<file path="src/rtl/pln_pkg.sv">
// Shared types and constants for the periodic lattice neighbor index block.
`default_nettype none
package pln_pkg;

  localparam int SIDE_W  = 11;
  localparam int COORD_W = 10;
  localparam int DIMS_W  = 3;
  localparam int CFG_IDX_W = 1;

  typedef logic [SIDE_W-1:0]    side_t;
  typedef logic [COORD_W-1:0]   digit_t;
  typedef logic [DIMS_W-1:0]    dims_t;
  typedef logic [CFG_IDX_W-1:0] cfg_idx_t;

  localparam cfg_idx_t CFG_SIDE_LENGTH = 1'd0;
  localparam cfg_idx_t CFG_DIMENSIONS  = 1'd1;

  localparam side_t SIDE_MIN   = 11'd2;
  localparam side_t SIDE_MAX   = 11'd1024;
  localparam side_t SIDE_RESET = 11'd2;
  localparam dims_t DIMS_RESET = 3'd2;

endpackage
`default_nettype wire

</file>
<file path="src/rtl/pln_div.sv">
// Bit-serial restoring divider: one quotient bit per cycle, remainder below the divisor.
`default_nettype none
module pln_div #(
  parameter int INDEX_BITS = 20
) (
  input  wire logic                  clk,
  input  wire logic                  rst_n,
  input  wire logic                  load,
  input  wire logic [INDEX_BITS-1:0] dividend,
  input  wire pln_pkg::side_t        divisor,
  output logic [INDEX_BITS-1:0]      quotient,
  output pln_pkg::digit_t            remainder,
  output logic                       done
);
  import pln_pkg::*;

  localparam int CW = $clog2(INDEX_BITS + 1);

  logic [CW-1:0]         cnt_r;
  logic [INDEX_BITS-1:0] q_r;
  digit_t                rem_r;
  side_t                 shifted;
  logic                  ge;
  side_t                 diff;

  assign shifted = {rem_r, q_r[INDEX_BITS-1]};
  assign ge      = (shifted >= divisor);
  assign diff    = shifted - divisor;

  always_ff @(posedge clk) begin
    if (!rst_n) begin
      cnt_r <= '0;
    end else if (load) begin
      cnt_r <= CW'(INDEX_BITS);
    end else if (cnt_r != '0) begin
      cnt_r <= cnt_r - 1'b1;
    end
  end

  always_ff @(posedge clk) begin
    if (load) begin
      q_r   <= dividend;
      rem_r <= '0;
    end else if (cnt_r != '0) begin
      q_r   <= {q_r[INDEX_BITS-2:0], ge};
      // The remainder stays below the divisor, so it always fits the digit width.
      rem_r <= ge ? diff[COORD_W-1:0] : shifted[COORD_W-1:0];
    end
  end

  assign quotient  = q_r;
  assign remainder = rem_r;
  assign done      = (cnt_r == '0);

endmodule
`default_nettype wire

</file>
<file path="src/rtl/periodic_lattice_neighbor_index_core.sv">
// Top level: sequencer, power multiplier, digit store and result register of the lattice block.
// A vertex index is taken when start is high and busy is low. The block then computes the
// powers L^k with one multiplier step per dimension, checks the index against L^D, extracts
// the D base-L digits on a shared bit-serial divider and sends D result words on consecutive
// cycles. An out-of-range index ends after the check with a single flagged word. Each result
// word is shown for exactly one cycle with out_valid; the receiver cannot stall it and must
// take it then. The last word of a vertex appears in the same cycle in which busy falls, when
// the next start may already be taken. The user must write configuration only while busy is
// low and no word is still pending; the block itself does not enforce this.
`default_nettype none
module periodic_lattice_neighbor_index_core #(
  parameter int MAX_DIMS   = 4,
  parameter int INDEX_BITS = 20,
  parameter int KW         = (MAX_DIMS > 1) ? $clog2(MAX_DIMS) : 1
) (
  input  wire logic                  clk,
  input  wire logic                  rst_n,
  input  wire logic                  cfg_we,
  input  wire pln_pkg::cfg_idx_t     cfg_index,
  input  wire pln_pkg::side_t        cfg_wdata,
  input  wire logic                  start,
  output logic                       busy,
  input  wire logic [INDEX_BITS-1:0] in_vertex_index,
  output logic                       out_valid,
  output logic [KW-1:0]              out_step_number,
  output pln_pkg::digit_t            out_coordinate_digit,
  output logic [INDEX_BITS-1:0]      out_neighbor_plus,
  output logic [INDEX_BITS-1:0]      out_neighbor_minus,
  output logic                       out_last_step,
  output logic                       out_index_out_of_range
);
  import pln_pkg::*;

  localparam int PW = INDEX_BITS + SIDE_W;

  localparam logic [2:0] S_IDLE  = 3'd0;
  localparam logic [2:0] S_POW   = 3'd1;
  localparam logic [2:0] S_CHECK = 3'd2;
  localparam logic [2:0] S_DLOAD = 3'd3;
  localparam logic [2:0] S_DWAIT = 3'd4;
  localparam logic [2:0] S_EMIT  = 3'd5;

  // Configuration registers.
  side_t side_r;
  dims_t dims_r;

  always_ff @(posedge clk) begin
    if (!rst_n) begin
      side_r <= SIDE_RESET;
      dims_r <= DIMS_RESET;
    end else if (cfg_we) begin
      unique case (cfg_index)
        CFG_SIDE_LENGTH: side_r <= cfg_wdata;
        CFG_DIMENSIONS:  dims_r <= cfg_wdata[DIMS_W-1:0];
        default: ;
      endcase
    end
  end

  // Effective side and dimension count, taken at start.
  side_t                side_eff;
  logic [DIMS_W:0]      dims_ext;
  logic [DIMS_W:0]      dims_eff;
  logic [KW-1:0]        dlast_eff;

  always_comb begin
    if (side_r < SIDE_MIN) begin
      side_eff = SIDE_MIN;
    end else if (side_r > SIDE_MAX) begin
      side_eff = SIDE_MAX;
    end else begin
      side_eff = side_r;
    end
    dims_ext = {1'b0, dims_r};
    if (dims_r == '0) begin
      dims_eff = (DIMS_W+1)'(1);
    end else if (dims_ext > (DIMS_W+1)'(MAX_DIMS)) begin
      dims_eff = (DIMS_W+1)'(MAX_DIMS);
    end else begin
      dims_eff = dims_ext;
    end
    dlast_eff = KW'(dims_eff - 1'b1);
  end

  // Control and datapath registers.
  logic [2:0]            state_r, state_nxt;
  logic [KW-1:0]         k_r, k_nxt;
  logic [KW-1:0]         dlast_r;
  side_t                 l_r;
  logic [INDEX_BITS-1:0] v_r;
  logic [INDEX_BITS-1:0] p_r;
  logic                  ovf_r;
  logic [INDEX_BITS-1:0] pw_r   [MAX_DIMS];
  logic [INDEX_BITS-1:0] span_r [MAX_DIMS];
  digit_t                digit_r [MAX_DIMS];
  logic [MAX_DIMS-1:0]   is_max_r;
  logic [MAX_DIMS-1:0]   is_zero_r;

  logic                  accept;
  logic                  at_last;
  logic                  oor;
  logic [PW-1:0]         prod;

  logic                  div_load;
  logic [INDEX_BITS-1:0] div_dividend;
  logic [INDEX_BITS-1:0] div_quot;
  digit_t                div_rem;
  logic                  div_done;

  assign busy    = (state_r != S_IDLE);
  assign accept  = start && !busy;
  assign at_last = (k_r == dlast_r);
  // Without overflow p_r holds L^D exactly; with overflow every index fits.
  assign oor     = !ovf_r && (v_r >= p_r);
  assign prod    = PW'(p_r) * PW'(l_r);

  assign div_load     = (state_r == S_DLOAD);
  assign div_dividend = (k_r == '0) ? v_r : div_quot;

  pln_div #(
    .INDEX_BITS(INDEX_BITS)
  ) u_div (
    .clk      (clk),
    .rst_n    (rst_n),
    .load     (div_load),
    .dividend (div_dividend),
    .divisor  (l_r),
    .quotient (div_quot),
    .remainder(div_rem),
    .done     (div_done)
  );

  always_comb begin
    state_nxt = state_r;
    k_nxt     = k_r;
    unique case (state_r)
      S_IDLE: begin
        if (start) begin
          state_nxt = S_POW;
          k_nxt     = '0;
        end
      end
      S_POW: begin
        if (at_last) begin
          state_nxt = S_CHECK;
        end else begin
          k_nxt = k_r + 1'b1;
        end
      end
      S_CHECK: begin
        k_nxt     = '0;
        state_nxt = oor ? S_IDLE : S_DLOAD;
      end
      S_DLOAD: begin
        state_nxt = S_DWAIT;
      end
      S_DWAIT: begin
        if (div_done) begin
          if (at_last) begin
            state_nxt = S_EMIT;
            k_nxt     = '0;
          end else begin
            state_nxt = S_DLOAD;
            k_nxt     = k_r + 1'b1;
          end
        end
      end
      S_EMIT: begin
        if (at_last) begin
          state_nxt = S_IDLE;
        end else begin
          k_nxt = k_r + 1'b1;
        end
      end
      default: begin
        state_nxt = S_IDLE;
      end
    endcase
  end

  always_ff @(posedge clk) begin
    if (!rst_n) begin
      state_r   <= S_IDLE;
      k_r       <= '0;
      out_valid <= 1'b0;
    end else begin
      state_r   <= state_nxt;
      k_r       <= k_nxt;
      out_valid <= ((state_r == S_CHECK) && oor) || (state_r == S_EMIT);
    end
  end

  always_ff @(posedge clk) begin
    if (accept) begin
      v_r     <= in_vertex_index;
      l_r     <= side_eff;
      dlast_r <= dlast_eff;
      p_r     <= INDEX_BITS'(1);
      ovf_r   <= 1'b0;
    end
    if (state_r == S_POW) begin
      // L^(k+1) - L^k is (L-1)*L^k, the span of one full wrap along digit k.
      pw_r[k_r]   <= p_r;
      span_r[k_r] <= prod[INDEX_BITS-1:0] - p_r;
      p_r         <= prod[INDEX_BITS-1:0];
      ovf_r       <= ovf_r | (|prod[PW-1:INDEX_BITS]);
    end
    if ((state_r == S_DWAIT) && div_done) begin
      digit_r[k_r]   <= div_rem;
      is_max_r[k_r]  <= ({1'b0, div_rem} == (l_r - 1'b1));
      is_zero_r[k_r] <= (div_rem == '0);
    end
  end

  // Result word register.
  always_ff @(posedge clk) begin
    if (state_r == S_CHECK) begin
      out_step_number        <= '0;
      out_coordinate_digit   <= '0;
      out_neighbor_plus      <= '0;
      out_neighbor_minus     <= '0;
      out_last_step          <= 1'b1;
      out_index_out_of_range <= 1'b1;
    end else if (state_r == S_EMIT) begin
      out_step_number        <= k_r;
      out_coordinate_digit   <= digit_r[dlast_r - k_r];
      out_neighbor_plus      <= is_max_r[k_r] ? (v_r - span_r[k_r]) : (v_r + pw_r[k_r]);
      out_neighbor_minus     <= is_zero_r[k_r] ? (v_r + span_r[k_r]) : (v_r - pw_r[k_r]);
      out_last_step          <= at_last;
      out_index_out_of_range <= 1'b0;
    end
  end

endmodule
`default_nettype wire

</file>
<file path="config.mk">
export PLATFORM = sky130hd
export DESIGN_NAME = periodic_lattice_neighbor_index_core
export DESIGN_NICKNAME = d
export VERILOG_FILES = /design/src/rtl/pln_pkg.sv /design/src/rtl/pln_div.sv /design/src/rtl/periodic_lattice_neighbor_index_core.sv
export SDC_FILE = /design/constraint.sdc
export NUM_CORES = 1
export LEC_CHECK = 0
export BUFFER_PORTS_ARGS = -buffer_cell sky130_fd_sc_hd__buf_2
export CORE_MARGIN = 3
export CORE_UTILIZATION = 40
export CTS_CLUSTER_DIAMETER = 30
export CTS_CLUSTER_SIZE = 20
export DETAILED_ROUTE_END_ITERATION = 10
export GPL_ROUTABILITY_DRIVEN = 0
export SYNTH_ARGS = -nofsm -noshare
export SYNTH_HDL_FRONTEND = slang
export SYNTH_SLANG_ARGS = --single-unit
</file>
<file path="constraint.sdc">
create_clock -name clk -period 8.9 [get_ports clk]
set_input_delay 2.225 -clock clk [delete_from_list [all_inputs] [get_ports clk]]
set_output_delay 2.225 -clock clk [all_outputs]
set_load 0.05 [all_outputs]
</file>
==> results by group <==
Run status
  • Status: completed

Synthesis
  • Synth Warn #: 0
  • Synthesized instance count: 2305
  • Area contributors post-synth: edfxtp_1, fa_1, ha_1
  • Part of the Yosys area used for sequential elements: 41.3%
  • Synthesized area: 24900 um^2
  • Post-synth top flop: edfxtp_1
  • Distinct cells, synth: 76
  • Post-synthesis mux area share: 6.63%
  • Post-synthesis net count: 2670
  • Post-synthesis compound-gate area fraction: 9.11%
  • Post-Synth XOR/XNOR Area: 3.82%
  • Main combinational cell family by area after synthesis: adder cells
  • Synth area leader: edfxtp_1
  • Count leader, synth: nand2_1
  • FFs w/ async S/R, synth: 0%
  • Synth Register Bits: 373
  • Mean post-synth cell area: 10.8 um^2
  • Post-synth EDFFs: 282
  • Post-synth top area share: 34.0%
  • Simple-gate portion of the synthesized area: 12.5%
  • Area share of fa/ha/maj cells after synthesis: 21.5%
  • Top cells by count, synth: nand2_1, edfxtp_1, inv_1

Timing
  • Maximum clock rate: 135 MHz
  • Setup tns final: 0 ns
  • Final Critical Period: 7.42 ns
  • Final Max Slew Viols: 0
  • Unrepaired setup endpoints after global routing: no
  • Worst Skew: 0.0171 ns
  • Worst-case headroom to the max-slew limit: 23.7%
  • Final Hold Vio Count: 0
  • Setup violators final: 0
  • Setup WS post-layout: 1.48 ns
  • Final period utilization: 83.3%
  • Worst-Margin Slew: 1.14 ns

Clocking
  • Cts bufs inserted: 77
  • Setup Fix Bufs, Post-CTS: 0
  • Post-CTS Resized: 0
  • Maximum root-to-sink buffer count: 3
  • Skew-Pair Late Insertion Delay: 0.61 ns
  • CTS H-tree depth: 3
  • Worst-path clk slew: 0.05 ns
  • # hold bufs at CTS: 0
  • Clock root cell: clkbuf_16
  • Clock sinks: 373
  • TritonCTS clock tree: built

Global route
  • Total global routing track utilization: 19.5%
  • First-pass GRT wire length: 101000 um
  • Initial antenna violation count: 0
  • Vias in the first global route: 18.4k
  • Pin count of the biggest net entering global routing: 51
  • Gr ovfl total: 0

Layout
  • Layout cells sized above 1: 13.3%
  • P&R area growth vs syn: 15.7%
  • Non-Filler Instances: 3294
  • Final nets: 2768
  • Core Util, Final: 47.3%
  • ANT cells: 0

Place
  • PortBufs: 91
  • Worst slack, placed: 1.53 ns
  • Post-DP HPWL: 46700 um
  • Placed insts: 3152

Die
  • Initial Utilization: 40.8%
  • Die Ht: 256 um
  • Core area: 61000 um^2
  • DIE AREA: 65400 um^2
  • Ports: 92
  • Die width: 256 um
  • # rows: 90

Worst setup path
  • Buf+Inv Stages, Crit Path: 3
  • Largest delay share family, worst path: adder cells
  • Max stage delay on crit path: 0.81 ns
  • Critical Path AT: 7.76 ns
  • Setup crit start kind: flop
  • Critical path's most frequent cell: fa_1
  • Crit path kind: flop to flop
  • Slowest-stage cell, CP: edfxtp_1
  • CP required: 9.24 ns
  • Critical Path End Type: flop
  • Max FO, Critical Path: 20

Drt
  • Initial drt markers: 1367
  • Average wire per standard cell: 19.3 um
  • Drt pass-1 iters: 5
  • Antenna viol nets, final: 0
  • Vias: 17.7k
  • Post-route DRC: 0
  • Routed WL: 63400 um
  • Vias per cell: 5.36

Run
  • Max Cap Violations: 0

Worst hold path
  • HP Class: flop to flop
layout make-up:
type                            count  area, um^2
Clock buffer                       95        2090
Clock inverter                     47         539
Fill cell                        5551       32200
Inverter                          252         946
Multi-Input combinational cell   1594       13400
Sequential cell                   373       10300
Tap cell                          828        1040
Timing Repair Buffer              105         561
metal layers:
metal	part of all wire (%)	up-vias	global-route usage [%]
met2	48	559	32.5
met4	2.9	0	6.32
li1	-	8185	-
met1	44	8782	26.1
met5	0	-	0
met3	5.9	124	3.24
worst paths after layout:
| kind | start | to | slack, ns | cells past startpoint |
|---|---|---|---|---|
| max | l_r[3] | span_r[2][18] | 1.48 | 25 |
| min | out_neighbor_minus[15] | out_neighbor_minus[15] | 0.44 | 2 |
| max reg2reg | l_r[3] | span_r[2][18] | 1.48 | 25 |
| min reg2reg | out_neighbor_minus[15] | out_neighbor_minus[15] | 0.44 | 2 |
worst min-delay path, stage by stage (launching register included):
cell	delay, ns
dfxtp_1	0.31
nand2_1	0.04
o21ai_0	0.05
metrics by stage:
step | hold WS (ns) | instance area (um^2)
after CTS | 0.448 | 28800
final | 0.441 | 28800
after global routing | 0.461 | 28800
after global placement | 0.428 | 26200
after floorplan | 0.452 | 24900
after detailed placement | 0.438 | 26200
cell families after synthesis:
group | after synthesis
AOI/OAI and AO/OA | 365
xor gates and xnor gates | 108
adders and majority gates | 329
buffers and inverters | 338
DFF | 373
muxes | 95
and+or+nand+nor | 697
state kept, by name (all words and copies together) (netlist names), 20 cells and up, named ones only:
name / flops
span_r: 80
digit_r: 40
out_neighbor_minus: 20
u_div.quotient: 20
out_neighbor_plus: 20
pw_r: 80
v_r: 20
p_r: 20
cell usage in the layout (no fill, tap or decap), types with 46 or more instances in the layout:
cell type / instances
clkbuf_16: 79
a21oi_1: 121
xor2_1: 50
nand2_1: 312
ha_1: 164
a21o_1: 46
fa_1: 165
dfxtp_1: 89
nor2_1: 185
xnor2_1: 57
o21ai_0: 81
edfxtp_1: 282
buf_2: 91
inv_1: 238
Power is not shown: default switching activity piles up to over one toggle a cycle in this logic, so the estimate is an artifact.
